**src/design/pfrr_pkg.sv**
```systemverilog
// Shared constants, codes and types for the random page replacer.
package pfrr_pkg;

  localparam int unsigned MaxPages  = 64;
  localparam int unsigned MaxFrames = 16;
  localparam int unsigned PageW     = $clog2(MaxPages);
  localparam int unsigned FrameW    = $clog2(MaxFrames);
  localparam int unsigned PagesCfgW = 7;
  localparam int unsigned FramesCfgW = 5;
  localparam int unsigned CfgDataW  = 7;
  localparam int unsigned CfgIdxW   = 1;
  localparam int unsigned PickW     = 16;
  localparam int unsigned PickCntW  = $clog2(PickW);
  localparam int unsigned DiskW     = 32;
  localparam int unsigned StatusW   = 3;

  localparam logic [CfgIdxW-1:0] CfgPagesInUse  = 1'b0;
  localparam logic [CfgIdxW-1:0] CfgFramesInUse = 1'b1;

  localparam logic [PagesCfgW-1:0]  PagesReset  = PagesCfgW'(MaxPages);
  localparam logic [FramesCfgW-1:0] FramesReset = FramesCfgW'(MaxFrames);

  localparam logic FuncFault = 1'b0;
  localparam logic FuncDirty = 1'b1;

  typedef enum logic [StatusW-1:0] {
    StFree     = 3'd0,
    StReplaced = 3'd1,
    StResident = 3'd2,
    StDirty    = 3'd3,
    StError    = 3'd4
  } status_e;

endpackage

```
**src/design/pfrr_ram.sv**
```systemverilog
// Generic single-write, single-read RAM with registered read data.
module pfrr_ram #(
  parameter int unsigned Width = 8,
  parameter int unsigned Depth = 16
) (
  input  logic                     clk_i,
  input  logic                     we_i,
  input  logic [$clog2(Depth)-1:0] waddr_i,
  input  logic [Width-1:0]         wdata_i,
  input  logic [$clog2(Depth)-1:0] raddr_i,
  output logic [Width-1:0]         rdata_o
);

  logic [Width-1:0] mem [Depth];
  logic [Width-1:0] rdata_q;

  always_ff @(posedge clk_i) begin
    if (we_i) begin
      mem[waddr_i] <= wdata_i;
    end
    rdata_q <= mem[raddr_i];
  end

  assign rdata_o = rdata_q;

endmodule

```
**src/design/page_fault_random_replacer.sv**
```systemverilog
// Top level of the demand-paging page table with random frame replacement.

// A request is taken when start_i is high and busy_o is low; its single result
// appears with done_o for one cycle and cannot be held off. An out-of-range,
// resident or dirty-mark request, or a fault with no frames in use, ends in the
// Lookup state. A fault that finds a free frame ends in the scan of the frame
// table one frame per cycle. A fault that must replace a page runs the full scan,
// then a 16-step bit-serial remainder of the random pick by the frame count, then
// the Replace state's update. The page-to-frame table lives in a RAM read as the
// request is taken, so its data is ready in Lookup.
module page_fault_random_replacer (
  input  logic                              clk_i,
  input  logic                              rst_ni,
  input  logic                              cfg_we_i,
  input  logic [pfrr_pkg::CfgIdxW-1:0]      cfg_index_i,
  input  logic [pfrr_pkg::CfgDataW-1:0]     cfg_wdata_i,
  input  logic                              start_i,
  output logic                              busy_o,
  input  logic                              func_i,
  input  logic [pfrr_pkg::PageW-1:0]        page_number_i,
  input  logic [pfrr_pkg::PickW-1:0]        victim_pick_i,
  output logic                              done_o,
  output logic [pfrr_pkg::FrameW-1:0]       frame_number_o,
  output logic [pfrr_pkg::PageW-1:0]        victim_page_o,
  output logic                              evicted_o,
  output logic                              write_back_o,
  output logic [pfrr_pkg::DiskW-1:0]        disk_accesses_o,
  output logic [pfrr_pkg::StatusW-1:0]      status_o
);
  import pfrr_pkg::*;

  typedef enum logic [2:0] {
    Idle,
    Lookup,
    Scan,
    Divide,
    Replace
  } state_e;

  state_e                 state_q;
  logic [PagesCfgW-1:0]   pages_cfg_q;
  logic [FramesCfgW-1:0]  frames_cfg_q;
  logic                   func_q;
  logic [PageW-1:0]       page_q;
  logic [PickW-1:0]       pick_q;
  logic [FramesCfgW-1:0]  scan_q;
  logic [FramesCfgW-1:0]  rem_q;
  logic [PickCntW-1:0]    step_q;
  logic [MaxPages-1:0]    page_valid_q;
  logic [MaxPages-1:0]    page_dirty_q;
  logic [MaxFrames-1:0]   frame_occ_q;
  logic [PageW-1:0]       frame_owner_q [MaxFrames];
  logic [DiskW-1:0]       disk_q;

  logic                   done_q;
  logic [FrameW-1:0]      frame_q;
  logic [PageW-1:0]       victim_q;
  logic                   evicted_q;
  logic                   wb_q;
  status_e                status_q;

  logic [FramesCfgW-1:0]  nf;
  logic                   page_in_range;
  logic [FramesCfgW-1:0]  rem_shift;
  logic [FramesCfgW-1:0]  rem_d;
  logic [FrameW-1:0]      rem_frame;
  logic [PageW-1:0]       victim_page;
  logic                   ram_we;
  logic [FrameW-1:0]      ram_wdata;
  logic [PageW-1:0]       ram_raddr;
  logic [FrameW-1:0]      ram_rdata;

  assign nf = (frames_cfg_q > FramesReset) ? FramesReset : frames_cfg_q;
  assign page_in_range = (pages_cfg_q >= PagesReset) ||
                         (page_q < pages_cfg_q[PageW-1:0]);
  assign rem_shift = {rem_q[FramesCfgW-2:0], pick_q[PickW-1]};
  assign rem_d = (rem_shift >= nf) ? (rem_shift - nf) : rem_shift;
  assign rem_frame = rem_q[FrameW-1:0];
  assign victim_page = frame_owner_q[rem_frame];

  assign ram_raddr = (state_q == Idle) ? page_number_i : page_q;

  always_comb begin
    ram_we    = 1'b0;
    ram_wdata = rem_frame;
    unique case (state_q)
      Scan: begin
        ram_we    = (scan_q != nf) && !frame_occ_q[scan_q[FrameW-1:0]];
        ram_wdata = scan_q[FrameW-1:0];
      end
      Replace: begin
        ram_we    = 1'b1;
        ram_wdata = rem_frame;
      end
      default: begin
        ram_we    = 1'b0;
        ram_wdata = rem_frame;
      end
    endcase
  end

  pfrr_ram #(
    .Width (FrameW),
    .Depth (MaxPages)
  ) u_page_frame (
    .clk_i   (clk_i),
    .we_i    (ram_we),
    .waddr_i (page_q),
    .wdata_i (ram_wdata),
    .raddr_i (ram_raddr),
    .rdata_o (ram_rdata)
  );

  always_ff @(posedge clk_i or negedge rst_ni) begin
    if (!rst_ni) begin
      state_q      <= Idle;
      pages_cfg_q  <= PagesReset;
      frames_cfg_q <= FramesReset;
      func_q       <= FuncFault;
      page_q       <= '0;
      pick_q       <= '0;
      scan_q       <= '0;
      rem_q        <= '0;
      step_q       <= '0;
      page_valid_q <= '0;
      page_dirty_q <= '0;
      frame_occ_q  <= '0;
      disk_q       <= '0;
      done_q       <= 1'b0;
      frame_q      <= '0;
      victim_q     <= '0;
      evicted_q    <= 1'b0;
      wb_q         <= 1'b0;
      status_q     <= StFree;
    end else begin
      done_q <= 1'b0;
      if (cfg_we_i) begin
        unique case (cfg_index_i)
          CfgPagesInUse:  pages_cfg_q  <= cfg_wdata_i[PagesCfgW-1:0];
          CfgFramesInUse: frames_cfg_q <= cfg_wdata_i[FramesCfgW-1:0];
          default: ;
        endcase
      end
      unique case (state_q)
        Idle: begin
          if (start_i) begin
            func_q  <= func_i;
            page_q  <= page_number_i;
            pick_q  <= victim_pick_i;
            state_q <= Lookup;
          end
        end
        Lookup: begin
          frame_q   <= '0;
          victim_q  <= '0;
          evicted_q <= 1'b0;
          wb_q      <= 1'b0;
          if (!page_in_range) begin
            status_q <= StError;
            done_q   <= 1'b1;
            state_q  <= Idle;
          end else if (func_q == FuncDirty) begin
            done_q  <= 1'b1;
            state_q <= Idle;
            if (page_valid_q[page_q]) begin
              page_dirty_q[page_q] <= 1'b1;
              frame_q              <= ram_rdata;
              status_q             <= StDirty;
            end else begin
              status_q <= StError;
            end
          end else if (page_valid_q[page_q]) begin
            frame_q  <= ram_rdata;
            status_q <= StResident;
            done_q   <= 1'b1;
            state_q  <= Idle;
          end else if (nf == '0) begin
            status_q <= StError;
            done_q   <= 1'b1;
            state_q  <= Idle;
          end else begin
            scan_q  <= '0;
            state_q <= Scan;
          end
        end
        Scan: begin
          if (scan_q == nf) begin
            rem_q   <= '0;
            step_q  <= '1;
            state_q <= Divide;
          end else if (!frame_occ_q[scan_q[FrameW-1:0]]) begin
            frame_occ_q[scan_q[FrameW-1:0]]   <= 1'b1;
            frame_owner_q[scan_q[FrameW-1:0]] <= page_q;
            page_valid_q[page_q]              <= 1'b1;
            disk_q                            <= disk_q + DiskW'(1);
            frame_q                           <= scan_q[FrameW-1:0];
            status_q                          <= StFree;
            done_q                            <= 1'b1;
            state_q                           <= Idle;
          end else begin
            scan_q <= scan_q + FramesCfgW'(1);
          end
        end
        Divide: begin
          rem_q  <= rem_d;
          pick_q <= {pick_q[PickW-2:0], 1'b0};
          step_q <= step_q - PickCntW'(1);
          if (step_q == '0) begin
            state_q <= Replace;
          end
        end
        Replace: begin
          page_valid_q[victim_page] <= 1'b0;
          page_dirty_q[victim_page] <= 1'b0;
          page_valid_q[page_q]      <= 1'b1;
          frame_owner_q[rem_frame]  <= page_q;
          disk_q    <= disk_q + (page_dirty_q[victim_page] ? DiskW'(2) : DiskW'(1));
          frame_q   <= rem_frame;
          victim_q  <= victim_page;
          evicted_q <= 1'b1;
          wb_q      <= page_dirty_q[victim_page];
          status_q  <= StReplaced;
          done_q    <= 1'b1;
          state_q   <= Idle;
        end
        default: state_q <= Idle;
      endcase
    end
  end

  assign busy_o          = (state_q != Idle);
  assign done_o          = done_q;
  assign frame_number_o  = frame_q;
  assign victim_page_o   = victim_q;
  assign evicted_o       = evicted_q;
  assign write_back_o    = wb_q;
  assign disk_accesses_o = disk_q;
  assign status_o        = status_q;

endmodule
```
**config.mk**
```make
export PLATFORM = sky130hd
export DESIGN_NAME = page_fault_random_replacer
export DESIGN_NICKNAME = d
export VERILOG_FILES = /design/src/design/pfrr_pkg.sv /design/src/design/pfrr_ram.sv /design/src/design/page_fault_random_replacer.sv
export SDC_FILE = /design/constraint.sdc
export NUM_CORES = 1
export LEC_CHECK = 0
export ABC_CLOCK_PERIOD_IN_PS = 4600
export BUFFER_PORTS_ARGS = -buffer_cell sky130_fd_sc_hd__buf_2
export CAP_MARGIN = 30
export CORE_ASPECT_RATIO = 1.5
export CORE_UTILIZATION = 40
export CTS_BUF_LIST = sky130_fd_sc_hd__clkbuf_4 sky130_fd_sc_hd__clkbuf_8 sky130_fd_sc_hd__clkbuf_16
export DETAILED_ROUTE_END_ITERATION = 12
export PLACE_DENSITY = 0.63
export SYNTH_ARGS = -nofsm -noshare
export SYNTH_HDL_FRONTEND = slang
export SYNTH_HIERARCHICAL = 1
export SYNTH_SLANG_ARGS = --single-unit
```
**constraint.sdc**
```tcl
create_clock -name clk_i -period 4.6 [get_ports clk_i]
set_input_delay 0.46 -clock clk_i [delete_from_list [all_inputs] [get_ports clk_i]]
set_output_delay 0.46 -clock clk_i [all_outputs]
set_load 0.005 [all_outputs]
```
==> impl_metrics.json <==
{
  "critPathArrivalTime_ns": 4.94,
  "yosys_warnings": 6,
  "routed_wl_um": 72400,
  "setup.worst_path.start": "rem_q[2]",
  "r2r_end": "disk_accesses_o[4]",
  "final_cells": 3004,
  "first_pass_iters": 8,
  "ant_nets": 0,
  "start_util_pct": 40.3,
  "p_total_uw": 19000,
  "drc": 0,
  "irDropWorstVdd_v": 0.000417,
  "core-area_um2": 65500,
  "synthesis.area_um2": 26400,
  "period_needed_ns": 4.38,
  "yosys-top-cells-count": "edfxtp_1, nand2_1, dfrtp_1",
  "clkPwrFrac_pct": 26.5,
  "drt-vias-per-instance": 5.73,
  "avgSynthCellArea_um2": 13.6,
  "setup_ws_ns": 0.223,
  "relSlewSlack_pct": 28.7,
  "num-fill-cells": 5767,
  "avgRoutedWirePerCell_um": 24.1,
  "cts-root-buf": "clkbuf_16",
  "drtIter0Drc": 1501,
  "crit_path_cell_trace": "buf_12 -> buf_4 -> mux4_2 -> mux2i_1 -> mux2_4 -> nor3_2 -> buf_4 -> a221oi_2 -> a21oi_1 -> or3_1 -> a32o_1 -> or2_4 -> fa_1 -> nor2_2 -> and3_1 -> xor2_1",
  "multi_input_area_um2": 9040,
  "crit_buf_inv": 3,
  "area_growth_pct": 15.0,
  "sequentialPowerShare_pct": 37.8,
  "num_rows": 115,
  "ys_ff_latch": 599,
  "status": "finished clean",
  "num-nets-final": 2133,
  "yosysSeqAreaShare_pct": 63.4,
  "ff2ff_path_depth": 16,
  "die_w_um": 212,
  "regArea_um2": 16700,
  "cp.depth": 16,
  "port_buffers": 83,
  "fin_crit_sh_pct": 95.2,
  "worstHoldPathType": "in -> reg",
  "overflow": 0,
  "routabilityCongestion": 0.991,
  "track_usage_pct": 21.9,
  "synth_ff_type": "edfxtp_1",
  "dieArea_um2": 67000,
  "cp.required_ns": 5.16,
  "r2r_slack_ns": 0.22,
  "cpMaxStageDelayCell": "mux4_2",
  "vias": 17200,
  "yosysMostFrequentCell": "edfxtp_1",
  "cts_max_level": 2,
  "crit_family": "simple AND/OR/NAND/NOR gates",
  "ys_types": 87,
  "ys_top_cells_by_area": "edfxtp_1, dfrtp_1, mux4_2, nand2_1, nor2_1",
  "hpwl_um": 51100,
  "synth_top_area_share_pct": 40.0,
  "critical_path.most_common_cell": "buf_4",
  "layout-drive-gt1-share_pct": 21.4,
  "drv_slew": 0,
  "skew_ns": 0.0493,
  "grt_pass1_wl_um": 109000,
  "endpoint_kind": "register",
  "synth-edff-count": 352,
  "antenna_cells": 0,
  "grt_pass1_vias": 17800,
  "clk_latency_ns": 0.64,
  "crit_fanout": 9,
  "synth.net_count": 1993,
  "worstMarginPinSlew_ns": 1.07,
  "dp_cells": 2891,
  "grt_max_degree": 72,
  "die_h_um": 317,
  "max_freq_ghz": 0.228,
  "p_sw_uw": 6800,
  "p_comb_share_pct": 35.7,
  "crit_path_end": "disk_accesses_o[4]",
  "cap_viol_max_count": 0,
  "cts_tree": "yes",
  "startpoint_type": "register",
  "powerDensity_nw_per_um2": 625,
  "clk_pin_slew_ns": 0.06,
  "cts_made_buffers": 58,
  "r2r-start": "rem_q[2]",
  "setup_violations": 0,
  "post-place-ws_ns": 0.0401,
  "antenna_found_initial": 1,
  "num_io_pins": 84,
  "rsz0062_at_grt": "false",
  "p_int_uw": 12200,
  "cpPeakStageDelay_ns": 0.51,
  "power_leakage_uw": 0.0116,
  "crit_type": "reg -> reg",
  "ctsLongestPathBuffers": 3,
  "clock-sinks": 599,
  "p_sw_share_pct": 35.8,
  "async_reset_ff_share_pct": 40.6,
  "yosysTopAreaCell": "edfxtp_1",
  "tns_ns": 0,
  "finalHoldViolations": 0,
  "synth_cells": 1939
}
-- placed cells by master (no fill, tap or decap), types with 6 or more instances in the layout --
cell type and instances:
a21o_1 18, a21oi_1 87, a22o_1 38, a22oi_1 11
a31oi_1 43, a32o_1 9, and2_1 10, and3_1 6
buf_2 82, buf_4 99, bufinv_16 7, clkbuf_16 59
clkbuf_8 7, clkinv_2 12, dfrtp_1 238, edfxtp_1 352
ha_1 17, inv_1 31, inv_6 6, mux2_2 25
mux2i_1 37, mux4_1 19, mux4_2 87, nand2_1 245
nand2b_1 18, nand3_1 36, nand3b_1 11, nand4_1 10
nor2_1 163, nor2b_1 27, nor3_1 18, nor3_2 7
o21ai_0 93, o221ai_1 6, o22ai_1 9, xnor2_1 26
xor2_1 15
-- power groups by stage --
stage	logic, µW	clock network [µW]	registers (µW)
after CTS	6730	5140	7160
after detailed placement	6700	0	7260
after global routing	7230	5320	7230
after global placement	6530	0	7240
after floorplan	4390	0	7050
final	6770	5040	7170
-- worst min-delay path by stage --
stage | startpoint | endpoint | slack [ns] | depth (start not counted)
after global routing | cfg_wdata_i[5] | pages_cfg_q[5] | 0.009 | 3
after floorplan | rst_ni | disk_accesses_o[0] | 0.16 | 0
after CTS | cfg_wdata_i[5] | pages_cfg_q[5] | 0.0009 | 3
after global placement | frame_occ_q[14] | frame_occ_q[14] | 0.43 | 1
after detailed placement | frame_occ_q[10] | frame_occ_q[10] | 0.44 | 1
final | cfg_wdata_i[5] | pages_cfg_q[5] | 0.03 | 3
-- cell type report --
cell class	count	area share, %
Clock buffer	71	5.31
Clock inverter	37	1.39
Inverter	33	0.408
Multi-Input combinational cell	1196	29.8
Sequential cell	599	55.1
Tap cell	877	3.62
Timing Repair Buffer	191	4.34
-- sequential cells by signal (all words and copies together), names as in the netlist, 6 cells and up --
signal	cells
pick_q	16
page_dirty_q	64
frame_occ_q	16
disk_accesses_o	32
victim_page_o	6
u_page_frame/mem	256
page_valid_q	64
page_q	6
pages_cfg_q	7
frame_owner_q	96
-- worst min-delay path: stages --
cell and delay, ns:
buf_2 0.07, nand2_1 0.03, o21ai_0 0.06
-- metal layers --
metal  vias to the layer above  global-route usage [%]  share of wire, %
met3                       225                    3.14               4.9
met2                       625                    39.3                52
met1                      8779                    24.4                36
met5                         -                       0             0.018
met4                         2                    13.7               6.6
li1                       7586                       -                 -
-- stage by stage --
stage,instance area (µm²),hold WS (ns),utilization (%)
finish,30400,0.0286,46.4
global route,30400,0.00916,46.4
CTS,30300,0.000926,46.3
detailed placement,28300,0.440,43.2
global placement,28200,0.432,43.1
floorplan,26400,0.164,-
-- cell families (layout without fill, tap and decap cells) --
kind of cell / after synthesis / after routing / share of synthesized area (%)
buf+inv: 144 / 332 / 2.75
compound gates: 365 / 365 / 8.99
simple gates: 599 / 599 / 10.6
fa+ha+maj: 19 / 19 / 0.957
xor+xnor: 41 / 41 / 1.36
mux: 172 / 172 / 12.0
flops: 599 / 599 / 63.4
-- what timing repair did --
item / CTS / global route
resized for setup: 0 / 4
setup endpoints to repair: 0 / 18
endpoints found under the hold margin: 68 / 0
buffers inserted: 0 / 1
hold buffers: 4 / 0
(Power assumes the default switching activity.)
